<file path="config.mk">
export PLATFORM = sky130hd
export DESIGN_NAME = sss_ctrl
export DESIGN_NICKNAME = d
export VERILOG_FILES = /design/src/rtl/core/sss_pkg.sv /design/src/rtl/core/sss_ctrl.sv
export SDC_FILE = /design/constraint.sdc
export NUM_CORES = 1
export LEC_CHECK = 0
export ABC_AREA = 1
export CORE_AREA = 2 2 39 41
export DETAILED_ROUTE_END_ITERATION = 6
export DIE_AREA = 0 0 41 43
export DONT_BUFFER_PORTS = 1
export PLACE_DENSITY = 0.3
export SLEW_MARGIN = 20
export SYNTH_ARGS = -nofsm -noshare
export SYNTH_HDL_FRONTEND = slang
export SYNTH_SLANG_ARGS = --single-unit
</file>
<file path="constraint.sdc">
create_clock -name clock -period 1.11 [get_ports clock]
set_input_delay 0.1665 -clock clock [delete_from_list [all_inputs] [get_ports clock]]
set_output_delay 0.1665 -clock clock [all_outputs]
set_load 0.01 [all_outputs]
</file>
<file path="src/rtl/core/sss_pkg.sv">
`timescale 1ns / 1ps

package sss_pkg;

   // Field widths of the request and response items
   localparam int OP_W     = 3;
   localparam int CLASS_W  = 8;
   localparam int NAME_W   = 32;
   localparam int DIST_W   = 7;
   localparam int STATUS_W = 2;
   localparam int DEPTH_W  = 8;

   // Operation codes
   localparam logic [OP_W-1:0] OP_PUSH       = 3'd0;
   localparam logic [OP_W-1:0] OP_POP        = 3'd1;
   localparam logic [OP_W-1:0] OP_OPEN       = 3'd2;
   localparam logic [OP_W-1:0] OP_CLOSE      = 3'd3;
   localparam logic [OP_W-1:0] OP_FIND       = 3'd4;
   localparam logic [OP_W-1:0] OP_FIND_LEVEL = 3'd5;

   // Status codes
   localparam logic [STATUS_W-1:0] STAT_OK    = 2'd0;
   localparam logic [STATUS_W-1:0] STAT_FULL  = 2'd1;
   localparam logic [STATUS_W-1:0] STAT_EMPTY = 2'd2;
   localparam logic [STATUS_W-1:0] STAT_LEVEL = 2'd3;

   typedef enum logic [1:0] {
      CTRL_IDLE,
      CTRL_FIND,
      CTRL_CLOSE
   } ctrl_state_type;

   // Controller to datapath
   typedef struct packed {
      logic accept;      // request taken this cycle
      logic find_run;    // search engine active
      logic close_load;  // restore outer level count from level RAM
   } dp_cmd_type;

   // Datapath to controller
   typedef struct packed {
      logic rsp_valid;   // response register occupied
      logic find_done;   // search finished this cycle
      logic span_zero;   // requested search span is empty
      logic level_base;  // current level is the base level
   } dp_status_type;

endpackage

</file>
<file path="src/rtl/core/sss_ctrl.sv">
`timescale 1ns / 1ps

module sss_ctrl (
   input  logic                     clock,
   input  logic                     reset,
   input  logic                     req_tvalid,
   input  logic [sss_pkg::OP_W-1:0] req_op,
   input  logic                     rsp_tready,
   input  sss_pkg::dp_status_type   status,
   output logic                     req_tready,
   output sss_pkg::dp_cmd_type      cmd
);

   sss_pkg::ctrl_state_type state_ff, state_in;
   logic is_find;

   always_ff @(posedge clock) begin
      if (reset) begin
         state_ff <= sss_pkg::CTRL_IDLE;
      end else begin
         state_ff <= state_in;
      end
   end

   always_comb begin
      state_in       = state_ff;
      req_tready     = 1'b0;
      cmd.accept     = 1'b0;
      cmd.find_run   = 1'b0;
      cmd.close_load = 1'b0;
      is_find        = (req_op == sss_pkg::OP_FIND) || (req_op == sss_pkg::OP_FIND_LEVEL);
      unique case (state_ff)
         sss_pkg::CTRL_IDLE: begin
            // response slot is free now or drains this cycle
            req_tready = !status.rsp_valid || rsp_tready;
            cmd.accept = req_tready && req_tvalid;
            if (cmd.accept) begin
               if (is_find && !status.span_zero) begin
                  state_in = sss_pkg::CTRL_FIND;
               end else if (req_op == sss_pkg::OP_CLOSE && !status.level_base) begin
                  state_in = sss_pkg::CTRL_CLOSE;
               end
            end
         end
         sss_pkg::CTRL_FIND: begin
            cmd.find_run = 1'b1;
            if (status.find_done) begin
               state_in = sss_pkg::CTRL_IDLE;
            end
         end
         sss_pkg::CTRL_CLOSE: begin
            cmd.close_load = 1'b1;
            state_in       = sss_pkg::CTRL_IDLE;
         end
         default: begin
            state_in = sss_pkg::CTRL_IDLE;
         end
      endcase
   end

endmodule

</file>
==> impl_metrics.json <==
{
  "crit_end": "req_tready",
  "globalRouteTotalUtil_pct": 5.81,
  "min_period_over_period_pct": 96.2,
  "critical_path.startpoint": "state_ff[1]",
  "hold_class": "input port to register",
  "critical-path-slowest-cell": "dfxtp_2",
  "p_leak_nw": 0.147,
  "seq_area_frac_synth_pct": 21.5,
  "drc": 0,
  "ys_ff_latch": 2,
  "grt_max_degree": 6,
  "drive_above_1_share_pct": 38.5,
  "place.gp.congestion": 0.638,
  "fin_skew_ps": 2.38,
  "netlist_area_um2": 186,
  "avgSynthCellArea_um2": 5.65,
  "cts_made_buffers": 3,
  "worstPathArrival_ps": 900,
  "cts-root-buf": "clkbuf_4",
  "fp-row-count": 14,
  "vias": 200,
  "largest_reg_flops": 2,
  "start_kind": "register",
  "p_comb_share_pct": 18.0,
  "syn-num-nets": 44,
  "ant_nets": 0,
  "drt_pass1_iterations": 2,
  "clk_pin_slew_worst_paths_ps": 30,
  "hold_viol_final": 0,
  "vias_per_cell": 3.64,
  "die_h_um": 43,
  "cpLargestDelayFamily": "flip-flops",
  "die-area_um2": 1760,
  "min_from": "reset",
  "hold_path_depth": 3,
  "antenna_cells": 0,
  "clock-sinks": 2,
  "max_flop_register": "state_ff",
  "yosysWarnings": 0,
  "cts_buffer_depth": 2,
  "fill_cells": 163,
  "power_density_nw_per_um2": 1110,
  "cpPeakStageDelay_ps": 340,
  "ir_drop_uv": 140,
  "hpwl_um": 340,
  "switching_share_pct": 24.7,
  "tightest_slew_ps": 206,
  "cp_num_cells": 2,
  "portBuffers": 0,
  "io_pins": 15,
  "drv_cap": 0,
  "reg2reg_slack_ps": 110,
  "grt_first_pass_wirelength_um": 634,
  "area.growth.synth_to_final_pct": 38.9,
  "antenna_found_initial": 0,
  "finalCriticalPeriod_ps": 1070,
  "largestRegisters": "state_ff (2)",
  "p_switching_mw": 0.0712,
  "cts_tree": "yes",
  "core_area_um2": 1380,
  "start_util_pct": 13.5,
  "r2r_cells": 6,
  "setup_viol": 0,
  "tns_ps": 0,
  "finalMaxSlewViolations": 0,
  "wl_per_cell_um": 7.49,
  "layout.nets": 52,
  "relSlewSlack_pct": 86.2,
  "yosysUniqueCellTypes": 14,
  "drt-initial-drc-count": 1,
  "crit_buf_inv": 0,
  "status": "completed",
  "cp_cell_sequence": "nor2_4 -> and2_1",
  "layout_common_cells": "inv_1, nand2_1",
  "cp_data_required_time_ps": 940,
  "p_int_mw": 0.217,
  "timing.rr.end": "state_ff[0]",
  "cp_max_fo": 5,
  "clkLatencyLatePin_ps": 220,
  "grt_setup_unrepaired": "yes",
  "grt-ovfl-total": 0,
  "holdBufCountCts": 0,
  "die_w_um": 41,
  "crit_path_end_kind": "primary output",
  "fmax_ghz": 0.936,
  "grt_pass1_vias": 180,
  "seq_power_share_pct": 27.2,
  "wirelength_um": 412,
  "holdWs_ps": 95.7,
  "reg2reg_from": "state_ff[1]",
  "synthCells": 33,
  "power_frac_clock_pct": 54.8,
  "path_class": "register to primary output",
  "htree_levels": 1
}
## layer usage
metal  part of all wire [%]  GRT usage (%)  up-vias
met5                      0              0        -
met2                     52           7.50        8
met4                      0           8.00        0
met1                     40           6.05       81
li1                       -              -      111
met3                    8.5           1.57        0
## layout make-up
type	instances	area [um^2]	area share (%)
Multi-Input combinational cell	22	118	45.4
Sequential cell	2	42.5	16.4
Inverter	9	33.8	13.0
Clock buffer	3	22.5	8.70
Timing Repair Buffer	3	22.5	8.70
Tap cell	16	20.0	7.73
## stage by stage
| step | area (um^2) | total power, mW | util (%) | setup WS, ps | std cells |
|---|---|---|---|---|---|
| floorplan | 186 | 0.116 | - | 218 | 33 |
| global placement | 214 | 0.124 | 15.5 | 140 | 50 |
| detailed placement | 214 | 0.123 | 15.5 | 165 | 50 |
| CTS | 250 | 0.295 | 18.1 | 24.7 | 54 |
| global route | 259 | 0.319 | 18.7 | -10.0 | 55 |
| finish | 259 | 0.288 | 18.7 | 42.2 | 55 |
## power groups by stage
stage	Sequential, mW	Clock [mW]	Combinational, mW
final	0.0784	0.158	0.0521
after global routing	0.0786	0.181	0.0595
after CTS	0.0782	0.169	0.0486
after detailed placement	0.0790	0	0.0439
after global placement	0.0790	0	0.0445
after floorplan	0.0784	0	0.0376
## worst min-delay path: stages
cell and delay [ps]:
inv_1 30, nand2_1 50, inv_1 30
## synth_stat cells, drive strengths merged
cell   count  area (um^2)
inv        9         33.8
nand2      8         32.5
nand3      5         30.0
nor2       5         28.8
dfxtp      2         40.0
a21oi      1         5.00
and2       1         6.26
nor3       1         5.00
o21ai      1         5.00
## cell families (layout without fill, tap and decap cells)
| logic type | count (synthesis) | after routing | synth area share, % |
|---|---|---|---|
| DFF | 2 | 2 | 21.5 |
| and+or+nand+nor | 20 | 20 | 55.0 |
| buffers and inverters | 9 | 15 | 18.1 |
| AOI/OAI and AO/OA | 2 | 2 | 5.36 |
## worst min-delay path by stage
stage                        to  slack [ps]
floorplan           state_ff[0]         320
global placement    state_ff[0]         340
detailed placement  state_ff[1]         340
CTS                 state_ff[0]          90
global route        state_ff[1]         110
finish              state_ff[0]         100
## timing repair
item	in CTS	in global routing
endpoints found under the setup margin	3	3
buffers inserted	1	1
resized for setup	3	1
pin swaps	1	2
(Power assumes the default switching activity.)
